File: src/sv/rsat_pkg.sv
// ----------------------------------------------------------------------------
// rsat_pkg
// Shared types, codes and constants of the region subscription and
// acknowledge tracker.
// ----------------------------------------------------------------------------
package rsat_pkg;

    localparam int unsigned DEF_MAX_BLOCKS      = 1024;
    localparam int unsigned DEF_PENDING_ENTRIES = 16;
    localparam int unsigned DEF_BLOCK_SHIFT     = 20;
    localparam int unsigned QUEUE_DEPTH         = 2;

    localparam int unsigned ADDR_W      = 48;
    localparam int unsigned NODE_W      = 6;
    localparam int unsigned COMP_W      = 4;
    localparam int unsigned ACK_W       = 4;
    localparam int unsigned BLK_FIELD_W = 16;
    localparam int unsigned PADDR_W     = 6;
    localparam int unsigned PDATA_W     = 64;

    localparam logic [2:0] OP_INIT         = 3'd0;
    localparam logic [2:0] OP_SHARED_REQ   = 3'd1;
    localparam logic [2:0] OP_ATOMIC_REQ   = 3'd2;
    localparam logic [2:0] OP_ATOMIC_REPLY = 3'd3;
    localparam logic [2:0] OP_ATOMIC_MSG   = 3'd4;
    localparam logic [2:0] OP_INVAL_REPLY  = 3'd5;

    localparam logic [2:0] KIND_CORE_DONE    = 3'd0;
    localparam logic [2:0] KIND_TLB_INSERT   = 3'd1;
    localparam logic [2:0] KIND_ATOMIC_MSG   = 3'd2;
    localparam logic [2:0] KIND_INVAL_REQ    = 3'd3;
    localparam logic [2:0] KIND_ATOMIC_REPLY = 3'd4;
    localparam logic [2:0] KIND_USER_DONE    = 3'd5;

    localparam logic [COMP_W-1:0] COMP_CORE = 4'd0;
    localparam logic [COMP_W-1:0] COMP_LLC  = 4'd1;
    localparam logic [COMP_W-1:0] COMP_GMM  = 4'd2;

    localparam logic [1:0] STATUS_OK   = 2'd0;
    localparam logic [1:0] STATUS_OOR  = 2'd1;
    localparam logic [1:0] STATUS_FULL = 2'd2;

    localparam logic [2:0] REG_NODE_ID      = 3'd0;
    localparam logic [2:0] REG_REGION_START = 3'd1;
    localparam logic [2:0] REG_REGION_END   = 3'd2;
    localparam logic [2:0] REG_REPLY_NODE   = 3'd3;
    localparam logic [2:0] REG_ACK_COUNT    = 3'd4;

    localparam logic [NODE_W-1:0] REPLY_NODE_RESET = 6'd8;
    localparam logic [ACK_W-1:0]  ACK_COUNT_RESET  = 4'd2;

    typedef struct packed {
        logic [NODE_W-1:0] node_id;
        logic [ADDR_W-1:0] region_start;
        logic [ADDR_W-1:0] region_end;
        logic [NODE_W-1:0] reply_node;
        logic [ACK_W-1:0]  ack_count;
    } t_cfg;

    typedef struct packed {
        logic [2:0]             op;
        logic [NODE_W-1:0]      req;
        logic [NODE_W-1:0]      recv;
        logic [COMP_W-1:0]      comp;
        logic [ADDR_W-1:0]      a;
        logic [ADDR_W-1:0]      b;
        logic                   oor;
        logic [BLK_FIELD_W-1:0] blk;
        logic [ADDR_W-1:0]      lo;
        logic [ADDR_W-1:0]      hi;
    } t_item;

    typedef struct packed {
        logic [2:0]        kind;
        logic [COMP_W-1:0] comp;
        logic [NODE_W-1:0] recv;
        logic [NODE_W-1:0] req;
        logic [ADDR_W-1:0] a;
        logic [ADDR_W-1:0] b;
        logic [1:0]        status;
        logic              last;
    } t_result;

    typedef enum logic [1:0] {
        BS_CLEAR,
        BS_IDLE,
        BS_LOOKUP,
        BS_EMIT2
    } t_bstate;

endpackage

File: src/sv/rsat_front.sv
// ----------------------------------------------------------------------------
// rsat_front
// Accepts input transactions, checks the address against the region and
// precomputes block index and clipped insert range.
// ----------------------------------------------------------------------------
module rsat_front
    import rsat_pkg::*;
#(
    parameter int unsigned MAX_BLOCKS  = DEF_MAX_BLOCKS,
    parameter int unsigned BLOCK_SHIFT = DEF_BLOCK_SHIFT
) (
    input  logic              i_in_valid,
    input  logic [2:0]        i_opcode,
    input  logic [NODE_W-1:0] i_requester,
    input  logic [NODE_W-1:0] i_receiver,
    input  logic [COMP_W-1:0] i_component,
    input  logic [ADDR_W-1:0] i_payload_a,
    input  logic [ADDR_W-1:0] i_payload_b,
    input  t_cfg              i_cfg,
    input  logic              i_q_full,
    input  logic              i_hold,
    output logic              o_in_stall,
    output logic              o_push,
    output t_item             o_item
);

    logic [ADDR_W-1:0] a_blk;
    logic [ADDR_W-1:0] s_blk;
    logic [ADDR_W-1:0] diff;
    logic [ADDR_W-1:0] base;
    logic [ADDR_W:0]   hi_ext;

    always_comb begin
        a_blk  = i_payload_a >> BLOCK_SHIFT;
        s_blk  = i_cfg.region_start >> BLOCK_SHIFT;
        diff   = a_blk - s_blk;
        base   = a_blk << BLOCK_SHIFT;
        hi_ext = {1'b0, base} + ((ADDR_W+1)'(1) << BLOCK_SHIFT);

        o_item.op   = i_opcode;
        o_item.req  = i_requester;
        o_item.recv = i_receiver;
        o_item.comp = i_component;
        o_item.a    = i_payload_a;
        o_item.b    = i_payload_b;
        o_item.oor  = (i_payload_a < i_cfg.region_start) ||
                      (i_payload_a >= i_cfg.region_end) ||
                      (diff >= ADDR_W'(MAX_BLOCKS));
        o_item.blk  = diff[BLK_FIELD_W-1:0];
        o_item.lo   = (base > i_cfg.region_start) ? base : i_cfg.region_start;
        o_item.hi   = (hi_ext > {1'b0, i_cfg.region_end}) ? i_cfg.region_end
                                                          : hi_ext[ADDR_W-1:0];
    end

    assign o_in_stall = i_q_full || i_hold;
    assign o_push     = i_in_valid && !o_in_stall;

endmodule

File: src/sv/rsat_queue.sv
// ----------------------------------------------------------------------------
// rsat_queue
// Short first-in first-out queue of classified transactions between the
// front and the back.
// ----------------------------------------------------------------------------
module rsat_queue
    import rsat_pkg::*;
#(
    parameter int unsigned DEPTH = QUEUE_DEPTH
) (
    input  logic  i_clk,
    input  logic  i_rst_n,
    input  logic  i_push,
    input  t_item i_item,
    input  logic  i_pop,
    output logic  o_valid,
    output t_item o_item,
    output logic  o_full
);

    localparam int unsigned PTR_W = (DEPTH > 1) ? $clog2(DEPTH) : 1;
    localparam int unsigned CNT_W = $clog2(DEPTH + 1);

    t_item            r_mem [DEPTH];
    logic [PTR_W-1:0] r_wp;
    logic [PTR_W-1:0] r_rp;
    logic [CNT_W-1:0] r_cnt;

    function automatic logic [PTR_W-1:0] f_inc(input logic [PTR_W-1:0] p);
        f_inc = (p == PTR_W'(DEPTH - 1)) ? '0 : p + 1'b1;
    endfunction

    always_ff @(posedge i_clk) begin
        if (!i_rst_n) begin
            r_wp  <= '0;
            r_rp  <= '0;
            r_cnt <= '0;
        end else begin
            if (i_push) begin
                r_wp <= f_inc(r_wp);
            end
            if (i_pop) begin
                r_rp <= f_inc(r_rp);
            end
            if (i_push && !i_pop) begin
                r_cnt <= r_cnt + 1'b1;
            end else if (!i_push && i_pop) begin
                r_cnt <= r_cnt - 1'b1;
            end
        end
    end

    always_ff @(posedge i_clk) begin
        if (i_push) begin
            r_mem[r_wp] <= i_item;
        end
    end

    assign o_valid = (r_cnt != '0);
    assign o_full  = (r_cnt == CNT_W'(DEPTH));
    assign o_item  = r_mem[r_rp];

endmodule

File: src/sv/rsat_back.sv
// ----------------------------------------------------------------------------
// rsat_back
// Carries out queued transactions: subscription map read-modify-write and
// clearing sweep, pending table allocate and acknowledge, result register.
// ----------------------------------------------------------------------------
module rsat_back
    import rsat_pkg::*;
#(
    parameter int unsigned MAX_BLOCKS      = DEF_MAX_BLOCKS,
    parameter int unsigned PENDING_ENTRIES = DEF_PENDING_ENTRIES
) (
    input  logic    i_clk,
    input  logic    i_rst_n,
    input  t_cfg    i_cfg,
    input  logic    i_q_valid,
    input  t_item   i_q_item,
    output logic    o_pop,
    output logic    o_clearing,
    input  logic    i_out_stall,
    output logic    o_out_valid,
    output t_result o_result
);

    localparam int unsigned BLK_W = (MAX_BLOCKS > 1) ? $clog2(MAX_BLOCKS) : 1;
    localparam int unsigned PE_W  = (PENDING_ENTRIES > 1) ? $clog2(PENDING_ENTRIES) : 1;

    t_bstate r_state, n_state;
    t_item   r_cur;
    logic [BLK_W-1:0] r_clr;

    logic              r_map [MAX_BLOCKS];
    logic              r_rd;
    logic              mem_we, mem_wd, mem_re;
    logic [BLK_W-1:0]  mem_wa, mem_ra;

    logic              r_pv [PENDING_ENTRIES];
    logic [ADDR_W-1:0] r_pa [PENDING_ENTRIES];
    logic [ACK_W-1:0]  r_pc [PENDING_ENTRIES];

    logic              r_out_valid;
    t_result           r_out, n_out;
    logic              out_load, can_load;

    logic              any_free, any_match;
    logic [PE_W-1:0]   free_idx, match_idx;
    logic              alloc, dec;
    logic [ACK_W-1:0]  ack_init;

    function automatic t_result f_res(input logic [2:0] kind,
                                      input logic [COMP_W-1:0] comp,
                                      input logic [NODE_W-1:0] recv,
                                      input logic [NODE_W-1:0] req,
                                      input logic [ADDR_W-1:0] a,
                                      input logic [ADDR_W-1:0] b,
                                      input logic [1:0] st,
                                      input logic lst);
        t_result r;
        r.kind   = kind;
        r.comp   = comp;
        r.recv   = recv;
        r.req    = req;
        r.a      = a;
        r.b      = b;
        r.status = st;
        r.last   = lst;
        return r;
    endfunction

    function automatic t_result f_done(input t_item it, input logic [1:0] st);
        return f_res(KIND_CORE_DONE, it.comp, it.recv, it.req, it.a, it.b, st, 1'b1);
    endfunction

    always_comb begin
        any_free  = 1'b0;
        any_match = 1'b0;
        free_idx  = '0;
        match_idx = '0;
        for (int i = PENDING_ENTRIES - 1; i >= 0; i--) begin
            if (!r_pv[i]) begin
                any_free = 1'b1;
                free_idx = PE_W'(i);
            end
            if (r_pv[i] && (r_pa[i] == i_q_item.a)) begin
                any_match = 1'b1;
                match_idx = PE_W'(i);
            end
        end
    end

    assign can_load = !r_out_valid || !i_out_stall;
    assign ack_init = (i_cfg.ack_count == '0) ? ACK_W'(1) : i_cfg.ack_count;

    always_comb begin
        n_state  = r_state;
        o_pop    = 1'b0;
        out_load = 1'b0;
        n_out    = f_done(i_q_item, STATUS_OK);
        mem_we   = 1'b0;
        mem_wd   = 1'b0;
        mem_wa   = r_clr;
        mem_re   = 1'b0;
        mem_ra   = i_q_item.blk[BLK_W-1:0];
        alloc    = 1'b0;
        dec      = 1'b0;
        case (r_state)
            BS_CLEAR: begin
                mem_we = 1'b1;
                if (r_clr == BLK_W'(MAX_BLOCKS - 1)) begin
                    n_state = BS_IDLE;
                end
            end
            BS_IDLE: begin
                if (i_q_valid) begin
                    case (i_q_item.op)
                        OP_SHARED_REQ: begin
                            if (i_q_item.oor) begin
                                if (can_load) begin
                                    o_pop    = 1'b1;
                                    out_load = 1'b1;
                                    n_out    = f_done(i_q_item, STATUS_OOR);
                                end
                            end else begin
                                o_pop   = 1'b1;
                                mem_re  = 1'b1;
                                n_state = BS_LOOKUP;
                            end
                        end
                        OP_INIT: begin
                            if (can_load) begin
                                o_pop    = 1'b1;
                                out_load = 1'b1;
                                n_state  = BS_CLEAR;
                            end
                        end
                        OP_ATOMIC_REQ: begin
                            if (can_load) begin
                                o_pop    = 1'b1;
                                out_load = 1'b1;
                                if (!any_free) begin
                                    n_out = f_done(i_q_item, STATUS_FULL);
                                end else begin
                                    alloc   = 1'b1;
                                    n_out   = f_res(KIND_ATOMIC_MSG, COMP_GMM, i_q_item.recv,
                                                    i_q_item.req, i_q_item.a, i_q_item.b,
                                                    STATUS_OK, 1'b0);
                                    n_state = BS_EMIT2;
                                end
                            end
                        end
                        OP_ATOMIC_REPLY: begin
                            if (can_load) begin
                                o_pop    = 1'b1;
                                out_load = 1'b1;
                                if (any_match) begin
                                    dec = 1'b1;
                                    if (r_pc[match_idx] == ACK_W'(1)) begin
                                        n_out = f_res(KIND_USER_DONE, COMP_CORE, i_q_item.req,
                                                      i_q_item.req, i_q_item.a, i_q_item.b,
                                                      STATUS_OK, 1'b1);
                                    end
                                end
                            end
                        end
                        OP_ATOMIC_MSG: begin
                            if (can_load) begin
                                o_pop    = 1'b1;
                                out_load = 1'b1;
                                n_out    = f_res(KIND_INVAL_REQ, COMP_LLC, i_cfg.node_id,
                                                 i_q_item.req, i_q_item.a, i_q_item.b,
                                                 STATUS_OK, 1'b1);
                            end
                        end
                        OP_INVAL_REPLY: begin
                            if (can_load) begin
                                o_pop    = 1'b1;
                                out_load = 1'b1;
                                n_out    = f_res(KIND_ATOMIC_REPLY, COMP_GMM, i_cfg.reply_node,
                                                 i_q_item.req, i_q_item.a, i_q_item.b,
                                                 STATUS_OK, 1'b1);
                            end
                        end
                        default: begin
                            if (can_load) begin
                                o_pop    = 1'b1;
                                out_load = 1'b1;
                            end
                        end
                    endcase
                end
            end
            BS_LOOKUP: begin
                if (r_rd) begin
                    n_state = BS_IDLE;
                end else if (can_load) begin
                    mem_we   = 1'b1;
                    mem_wd   = 1'b1;
                    mem_wa   = r_cur.blk[BLK_W-1:0];
                    out_load = 1'b1;
                    n_out    = f_res(KIND_TLB_INSERT, COMP_GMM, i_cfg.node_id, r_cur.req,
                                     r_cur.lo, r_cur.hi, STATUS_OK, 1'b1);
                    n_state  = BS_IDLE;
                end
            end
            BS_EMIT2: begin
                if (can_load) begin
                    out_load = 1'b1;
                    n_out    = f_res(KIND_INVAL_REQ, COMP_LLC, i_cfg.node_id, r_cur.req,
                                     r_cur.a, r_cur.b, STATUS_OK, 1'b1);
                    n_state  = BS_IDLE;
                end
            end
            default: begin
                n_state = BS_IDLE;
            end
        endcase
    end

    always_ff @(posedge i_clk) begin
        if (!i_rst_n) begin
            r_state <= BS_CLEAR;
        end else begin
            r_state <= n_state;
        end
    end

    always_ff @(posedge i_clk) begin
        if (!i_rst_n || r_state != BS_CLEAR) begin
            r_clr <= '0;
        end else begin
            r_clr <= r_clr + 1'b1;
        end
    end

    always_ff @(posedge i_clk) begin
        if (o_pop) begin
            r_cur <= i_q_item;
        end
    end

    always_ff @(posedge i_clk) begin
        if (mem_we) begin
            r_map[mem_wa] <= mem_wd;
        end
        if (mem_re) begin
            r_rd <= r_map[mem_ra];
        end
    end

    always_ff @(posedge i_clk) begin
        if (!i_rst_n) begin
            for (int i = 0; i < PENDING_ENTRIES; i++) begin
                r_pv[i] <= 1'b0;
            end
        end else if (alloc) begin
            r_pv[free_idx] <= 1'b1;
        end else if (dec && r_pc[match_idx] == ACK_W'(1)) begin
            r_pv[match_idx] <= 1'b0;
        end
    end

    always_ff @(posedge i_clk) begin
        if (alloc) begin
            r_pa[free_idx] <= i_q_item.a;
            r_pc[free_idx] <= ack_init;
        end else if (dec) begin
            r_pc[match_idx] <= r_pc[match_idx] - 1'b1;
        end
    end

    always_ff @(posedge i_clk) begin
        if (!i_rst_n) begin
            r_out_valid <= 1'b0;
        end else if (out_load) begin
            r_out_valid <= 1'b1;
        end else if (!i_out_stall) begin
            r_out_valid <= 1'b0;
        end
    end

    always_ff @(posedge i_clk) begin
        if (out_load) begin
            r_out <= n_out;
        end
    end

    assign o_clearing  = (r_state == BS_CLEAR);
    assign o_out_valid = r_out_valid;
    assign o_result    = r_out;

endmodule

File: src/sv/region_subscription_and_ack_tracker_top.sv
// ----------------------------------------------------------------------------
// region_subscription_and_ack_tracker_top
// Memory-policy message engine: region subscription map, pending atomic
// update table with acknowledge counting, configuration registers.
// ----------------------------------------------------------------------------
// The front checks the region combinationally, the queue registers each item and the
// back-end result register holds the output; a shared request also reads the map.
// The single back-end sequencer works on one transaction at a time and waits
// on an output stall; an atomic request gives two results, one after the other.
// Init and reset start a clearing pass over the map, accepting nothing meanwhile.
// Reset is synchronous and active low; configuration returns to reset values.
module region_subscription_and_ack_tracker_top
    import rsat_pkg::*;
#(
    parameter int unsigned MAX_BLOCKS      = DEF_MAX_BLOCKS,
    parameter int unsigned PENDING_ENTRIES = DEF_PENDING_ENTRIES,
    parameter int unsigned BLOCK_SHIFT     = DEF_BLOCK_SHIFT
) (
    input  logic               i_clk,
    input  logic               i_rst_n,
    input  logic               psel,
    input  logic               penable,
    input  logic               pwrite,
    input  logic [PADDR_W-1:0] paddr,
    input  logic [PDATA_W-1:0] pwdata,
    output logic [PDATA_W-1:0] prdata,
    output logic               pready,
    input  logic               i_in_valid,
    output logic               o_in_stall,
    input  logic [2:0]         i_opcode,
    input  logic [NODE_W-1:0]  i_requester,
    input  logic [NODE_W-1:0]  i_receiver,
    input  logic [COMP_W-1:0]  i_component,
    input  logic [ADDR_W-1:0]  i_payload_a,
    input  logic [ADDR_W-1:0]  i_payload_b,
    output logic               o_out_valid,
    input  logic               i_out_stall,
    output logic [2:0]         o_msg_kind,
    output logic [COMP_W-1:0]  o_out_component,
    output logic [NODE_W-1:0]  o_out_receiver,
    output logic [NODE_W-1:0]  o_out_requester,
    output logic [ADDR_W-1:0]  o_out_payload_a,
    output logic [ADDR_W-1:0]  o_out_payload_b,
    output logic [1:0]         o_status,
    output logic               o_last
);

    t_cfg    r_cfg;
    t_item   f_item, q_item;
    t_result res;
    logic    push, pop, q_valid, q_full, clearing;
    logic    wr_en;

    assign pready = 1'b1;
    assign wr_en  = psel && penable && pwrite && pready;

    always_ff @(posedge i_clk) begin
        if (!i_rst_n) begin
            r_cfg.node_id      <= '0;
            r_cfg.region_start <= '0;
            r_cfg.region_end   <= '0;
            r_cfg.reply_node   <= REPLY_NODE_RESET;
            r_cfg.ack_count    <= ACK_COUNT_RESET;
        end else if (wr_en) begin
            case (paddr[5:3])
                REG_NODE_ID:      r_cfg.node_id      <= pwdata[NODE_W-1:0];
                REG_REGION_START: r_cfg.region_start <= pwdata[ADDR_W-1:0];
                REG_REGION_END:   r_cfg.region_end   <= pwdata[ADDR_W-1:0];
                REG_REPLY_NODE:   r_cfg.reply_node   <= pwdata[NODE_W-1:0];
                REG_ACK_COUNT:    r_cfg.ack_count    <= pwdata[ACK_W-1:0];
                default: ;
            endcase
        end
    end

    always_comb begin
        case (paddr[5:3])
            REG_NODE_ID:      prdata = PDATA_W'(r_cfg.node_id);
            REG_REGION_START: prdata = PDATA_W'(r_cfg.region_start);
            REG_REGION_END:   prdata = PDATA_W'(r_cfg.region_end);
            REG_REPLY_NODE:   prdata = PDATA_W'(r_cfg.reply_node);
            REG_ACK_COUNT:    prdata = PDATA_W'(r_cfg.ack_count);
            default:          prdata = '0;
        endcase
    end

    rsat_front #(
        .MAX_BLOCKS  (MAX_BLOCKS),
        .BLOCK_SHIFT (BLOCK_SHIFT)
    ) u_front (
        .i_in_valid  (i_in_valid),
        .i_opcode    (i_opcode),
        .i_requester (i_requester),
        .i_receiver  (i_receiver),
        .i_component (i_component),
        .i_payload_a (i_payload_a),
        .i_payload_b (i_payload_b),
        .i_cfg       (r_cfg),
        .i_q_full    (q_full),
        .i_hold      (clearing),
        .o_in_stall  (o_in_stall),
        .o_push      (push),
        .o_item      (f_item)
    );

    rsat_queue #(
        .DEPTH (QUEUE_DEPTH)
    ) u_queue (
        .i_clk   (i_clk),
        .i_rst_n (i_rst_n),
        .i_push  (push),
        .i_item  (f_item),
        .i_pop   (pop),
        .o_valid (q_valid),
        .o_item  (q_item),
        .o_full  (q_full)
    );

    rsat_back #(
        .MAX_BLOCKS      (MAX_BLOCKS),
        .PENDING_ENTRIES (PENDING_ENTRIES)
    ) u_back (
        .i_clk       (i_clk),
        .i_rst_n     (i_rst_n),
        .i_cfg       (r_cfg),
        .i_q_valid   (q_valid),
        .i_q_item    (q_item),
        .o_pop       (pop),
        .o_clearing  (clearing),
        .i_out_stall (i_out_stall),
        .o_out_valid (o_out_valid),
        .o_result    (res)
    );

    assign o_msg_kind      = res.kind;
    assign o_out_component = res.comp;
    assign o_out_receiver  = res.recv;
    assign o_out_requester = res.req;
    assign o_out_payload_a = res.a;
    assign o_out_payload_b = res.b;
    assign o_status        = res.status;
    assign o_last          = res.last;

endmodule

File: config.mk
export PLATFORM = sky130hd
export DESIGN_NAME = region_subscription_and_ack_tracker_top
export DESIGN_NICKNAME = d
export VERILOG_FILES = /design/src/sv/rsat_pkg.sv /design/src/sv/rsat_front.sv /design/src/sv/rsat_queue.sv /design/src/sv/rsat_back.sv /design/src/sv/region_subscription_and_ack_tracker_top.sv
export SDC_FILE = /design/constraint.sdc
export NUM_CORES = 2
export LEC_CHECK = 0
export BUFFER_PORTS_ARGS = -buffer_cell sky130_fd_sc_hd__buf_2
export CAP_MARGIN = 20
export CORE_UTILIZATION = 40
export CTS_BUF_LIST = sky130_fd_sc_hd__clkbuf_4
export DETAILED_ROUTE_END_ITERATION = 6
export MAX_ROUTING_LAYER = met4
export PLACE_DENSITY = 0.61
export SYNTH_ARGS = -nofsm -noshare
export SYNTH_HDL_FRONTEND = slang
export SYNTH_HIERARCHICAL = 1
export SYNTH_SLANG_ARGS = --single-unit
File: constraint.sdc
create_clock -name i_clk -period 54.1 [get_ports i_clk]
set_clock_uncertainty 0.15 [all_clocks]
set_input_delay 5.41 -clock i_clk [delete_from_list [all_inputs] [get_ports i_clk]]
set_output_delay 5.41 -clock i_clk [all_outputs]
set_load 0.02 [all_outputs]
Word level (Yosys, flattened, before mapping)
Memories as Yosys holds them, arrays and structs flattened. A register that Yosys moved wholly into a read port is not among the register bits.
Index checks and enable logic that the tools add are counted.
{"block": "op_classes", "addsub": 8, "order_cmp": 5, "n_eq_ne": 39, "muxes": 155, "n_reduce_logical": 49}
{"op": "48-bit equality test", "n": 16}
{"op": "118-bit 2-to-1 mux", "n": 5}
{"op": "118-bit one-hot mux with 5 select lines", "n": 1}
{"op": "117-bit 2-to-1 mux", "n": 4}
{"op": "118-bit one-hot mux with 3 select lines", "n": 1}
{"op": "48-bit one-hot mux with 5 select lines", "n": 1}
{"op": "116-bit 2-to-1 mux", "n": 2}
{"op": "4-bit 2-to-1 mux", "n": 37}
{"op": "48-bit 2-to-1 mux", "n": 2}
{"op": "1-bit 2-to-1 mux", "n": 83}
{"op": "48-bit by 21-bit adder with 49-bit output, second input constant", "n": 1}
{"op": "49-bit by 48-bit greater-than comparator with 1-bit output", "n": 1}
{"op": "48-bit by 11-bit >= comparator with 1-bit output, second input constant", "n": 1}
{"op": "48-bit >= comparator", "n": 1}
{"op": "48-bit greater-than comparator", "n": 1}
{"op": "48-bit less-than comparator", "n": 1}
{"op": "10-bit 2-to-1 mux", "n": 3}
{"op": "28-bit by 28-bit subtractor with 29-bit output", "n": 1}
{"op": "2-bit 2-to-1 mux", "n": 12}
{"op": "1-bit logical AND", "n": 22}
{"op": "3-bit by 2-bit equality test with 1-bit output, second input constant", "n": 4}
{"op": "10-bit by 1-bit adder with 10-bit output, second input constant", "n": 1}
{"op": "10-bit equality test, second input constant", "n": 1}
{"op": "2-bit AND reduction", "n": 5}
{"op": "27 further kinds", "n": 49}
{"block": "word_totals", "regBits": 455, "mem_bits_rw": 2328, "output_inout_bits": 185, "elab_cells": 286, "n_memories": 5}
{"name": "u_back.r_map", "depth": 1024, "width": 1, "rd": 1, "rd_clocked_by_memory_dff": 1, "wr": 1, "line_no": "rsat_back.sv:31", "text": "logic r_map [MAX_BLOCKS];"}
{"name": "u_back.r_pa", "depth": 16, "width": 48, "rd": 16, "rd_clocked_by_memory_dff": 0, "wr": 1, "line_no": "rsat_back.sv:37", "text": "logic [ADDR_W-1:0] r_pa [PENDING_ENTRIES];"}
{"name": "u_queue.r_mem", "depth": 2, "width": 228, "rd": 1, "rd_clocked_by_memory_dff": 1, "wr": 1, "line_no": "rsat_queue.sv:24", "text": "t_item r_mem [DEPTH];"}
{"name": "u_back.r_pc", "depth": 16, "width": 4, "rd": 1, "rd_clocked_by_memory_dff": 0, "wr": 1, "line_no": "rsat_back.sv:38", "text": "logic [ACK_W-1:0] r_pc [PENDING_ENTRIES];"}
{"name": "u_back.r_pv", "depth": 16, "width": 1, "rd": 16, "rd_clocked_by_memory_dff": 0, "wr": 16, "line_no": "rsat_back.sv:36", "text": "logic r_pv [PENDING_ENTRIES];"}

Logic depth before layout (Yosys ltp)
An unclocked memory read counts as a cell.
{"block": "logic_depth", "word_depth": 31, "ltp_mapped": 28, "depth_no_buf": 19}

Hierarchy
Netlist, hierarchy kept.
{"mod": "rsat_back", "instances": 1, "cells_per_inst": 6656, "area_each_um2": 97179.5, "seq_area_each_um2": 66133.4}
{"mod": "rsat_queue", "instances": 1, "cells_per_inst": 731, "area_each_um2": 16757.3, "seq_area_each_um2": 13793.2}
{"mod": "rsat_front", "instances": 1, "cells_per_inst": 918, "area_each_um2": 6533.8, "seq_area_each_um2": 0.0}
{"mod": "region_subscription_and_ack_tracker_top", "instances": 1, "cells_per_inst": 525, "area_each_um2": 5016.1, "seq_area_each_um2": 2242.2}

Least setup slack after synthesis
No wires, ideal clock.
{"block": "synth_timing", "path_kind": "input to register", "start": "input port i_out_stall", "end": "memory u_back.r_map[0], data pin", "setup_ps": 3479, "arrival_ps": 22299, "required_time_ps": 50471, "setup_slack_ps": 28172, "stages": 7, "path_buffers": 4, "path_cell_list": "nand2_1 -> nand2_1 -> nor3_1 -> clkbuf_1 -> clkbuf_1 -> clkbuf_1 -> clkbuf_1"}
{"block": "synth_between", "elab_chain_cells": 5}
{"element": "start, declared", "line_no": "region_subscription_and_ack_tracker_top.sv:37", "text": "input logic i_out_stall,"}
{"element": "1-bit logical NOT", "line_no": "rsat_back.sv:90", "text": "assign can_load = !r_out_valid || !i_out_stall;"}
{"element": "1-bit logical OR", "line_no": "rsat_back.sv:90"}
{"element": "1-bit 2-to-1 mux", "line_no": "rsat_back.sv:194", "text": "end else if (can_load) begin"}
{"element": "1-bit 2-to-1 mux", "line_no": "rsat_back.sv:192", "text": "if (r_rd) begin"}
{"element": "1-bit 2-to-1 mux", "line_no": "rsat_back.sv:105", "text": "case (r_state)"}
{"element": "via u_back.mem_wd", "line_no": "rsat_back.sv:33", "text": "logic mem_we, mem_wd, mem_re;"}
{"element": "end, declared", "line_no": "rsat_back.sv:31"}
The timed path passes the listed nets, and every way through them passes these cells.

Final worst setup path
{"block": "layout_timing", "start": "input port paddr[4]", "end": "output port prdata[30]"}
{"block": "layout_between", "elab_chain_cells": 2, "word_cells_on_any_way": 6}
{"element": "start, declared", "line_no": "region_subscription_and_ack_tracker_top.sv:24", "text": "input logic [PADDR_W-1:0] paddr,"}
{"element": "3-bit equality test, or another cell as far along", "line_no": "region_subscription_and_ack_tracker_top.sv:77", "text": "case (paddr[5:3])"}
{"element": "48-bit one-hot mux with 5 select lines (*)", "line_no": "region_subscription_and_ack_tracker_top.sv:77"}
{"element": "end, declared", "line_no": "region_subscription_and_ack_tracker_top.sv:26", "text": "output logic [PDATA_W-1:0] prdata,"}
Every way passes the cells marked *; elsewhere a longest branch is shown, timed or not.

==> results.md <==
* Worst VDD drop at 19.62 uV
* DRT iter0 DRCs at 9494
* Post-Layout Cell Count at 14.10k
* Antenna violation net count after detailed routing at 0
* Cell count after placement at 12.83k
* Status: completed
* PostCTS Resize Cnt at 0
* Drt wl/cell at 26.91 um
* Core area at 309900 um^2
* CTS sink cnt at 2773
* Max-cap viol count at 0
* Die span in y at 561.1 um
* H-tree depth at 6
* Sequential power share at 55.3%
* Yosys warning count at 6
* P_leak at 44.02 nW
* Setup_tns at 0 ns
* CTS tree: built
* Row count at 204
* Nets at 9750
* Worst skew pair latency at 1.60 ns
* Final worst path period need at 12.69 ns
* DIE WIDTH at 561.1 um
* GRT Overall Usage at 24.20%
* Vias in the first global route at 78.92k
* Internal at 3.272 mW
* Synthesized cell area at 125000 um^2
* Maximum clock path buffer count at 4
* Final instance area at 139700 um^2
* Vias per std cell at 5.668
* Max Freq at 78.79 MHz
* Placer Congestion at 0.9337
* Crit end category: output pin
* Initial antenna violation count at 56
* Critical path fanouts, max at 42
* Root Driver: clkbuf_4
* Global-route wire length before repair at 541100 um
* Final setup viols at 0
* Area grow syn2layout at 11.75%
* Post-layout worst setup margin at 41.41 ns
* Slew margin rel. at 15.20%
* Port Buf Inserts at 340
* RSZ-0062 raised after global routing: no
* Psw at 0.9199 mW
* Crit path arrival time at 7.13 ns
* Starting Density at 40.35%
* Via count at 79.93k
* CTS hold repair buffers at 0
* DRC Markers at 0
* Crit path kind: in -> out
* Top Ports at 377
* Pins Over Slew Limit at 0
* Final Routed Wirelength at 379600 um
* Syn avg cell area at 14.19 um^2
* Clock-pin slew on the worst setup and hold paths at 0.07 ns
* DR pass1 iterations at 6
* Hpwl dp at 236800 um
* Switching portion of total power at 21.94%
* Measured slew at the worst slew-check pin at 1.262 ns
* Postcts setup bufs at 0
* Final Cycle Share at 23.46%
* Number of CTS-inserted buffers at 708
* CP Launch Type: primary input
* Largest net degree at the start of global routing at 244
* Hold Vio Cnt, Final at 0
* P per Cell Area at 30.00 nW/um^2
* Post-Syn Instances at 8808
* Overflow after GRT at 0
* Filler Cell Count at 27.81k
* Required time of the critical path at 48.54 ns
* Power share of the combinational group at 1.9%
* Setup WS pre-CTS at 41.42 ns
* Layout cell share with drive strength beyond 1 at 24.17%
* Die area at 314800 um^2
* Worst hold path type: reg -> reg
* Clock share of power at 42.8%
* Dpl cell area at 130400 um^2
==> metal layers <==
layer  part of all wire (%)  routed length, um  global-route usage, %  vias to the layer above
li1                       -                  -                      -                    34430
met1                     42             157800                  32.45                    40740
met2                     46             174600                  36.81                     4092
met3                    9.1              34370                  4.671                      668
met4                    3.4              12750                  8.492                        0
met5                      0                  0                      -                        -
==> worst paths after layout <==
kind	start	end	slack, ns	cells past startpoint
max	paddr[4]	prdata[30]	41.41	6
min	r_cfg[28]	r_cfg[28]	0.33	2
max reg2reg	flop	u_back/o_result[110]	44.71	23
min reg2reg	r_cfg[28]	r_cfg[28]	0.33	2
==> power by group through the flow <==
stage,Combinational [mW],Clock (mW),Sequential [mW]
6_report,0.0777,1.79,2.32
2_1_floorplan,0.0480,0,2.36
5_1_grt,0.0828,1.94,2.32
3_5_place_dp,0.0763,0,2.37
3_3_place_gp,0.0753,0,2.37
4_1_cts,0.0766,1.84,2.32
==> state kept, by name (all words and copies together) (netlist names), 16 cells and up, named ones only <==
name and cells:
r_cfg 112, u_back/r_pa 768, u_back/o_result 118, u_back/r_pc 64, u_queue/r_mem 444, u_back/r_cur 208, u_back/r_map 1024, u_back/r_pv 16
==> worst max-delay path, stage by stage <==
cell and delay, ns:
buf_2 0.35, nand2b_1 0.22, nor2_4 0.12, buf_4 0.48, a22o_1 0.29, buf_2 0.19
==> through the flow <==
stage / hold slack [ns] / util [%] / total power, mW
after detailed placement: 0.3200 / 42.09 / 2.442
after global routing: 0.3450 / 45.08 / 4.344
after floorplan: 0.2942 / - / 2.413
after global placement: 0.3094 / 42.09 / 2.441
final: 0.3275 / 45.09 / 4.192
after CTS: 0.3301 / 44.98 / 4.232
==> final cells by class <==
| cell class | instances | area [um^2] | share of cell area (%) |
|---|---|---|---|
| Clock inverter | 179 | 1139 | 0.8150 |
| Antenna cell | 48 | 120.1 | 0.08598 |
| Multi-Input combinational cell | 5203 | 39470 | 28.25 |
| Sequential cell | 2773 | 81810 | 58.56 |
| Tap cell | 4120 | 5155 | 3.690 |
| Timing Repair Buffer | 553 | 3505 | 2.509 |
| Clock buffer | 1039 | 7800 | 5.583 |
| Inverter | 188 | 705.7 | 0.5051 |
==> cell usage in the layout, fill, tap and decap left out, types with 188 or more instances in the layout <==
cell type,instances
mux2i_1,208
nor4_1,196
clkbuf_4,1039
nor2_1,1239
edfxtp_1,2627
xor2_1,415
nand2_1,522
xnor2_1,291
buf_2,339
nand4_1,188
buf_4,201
mux2_2,249
mux4_2,343
Note: power is estimated with default switching activity, not from simulation.
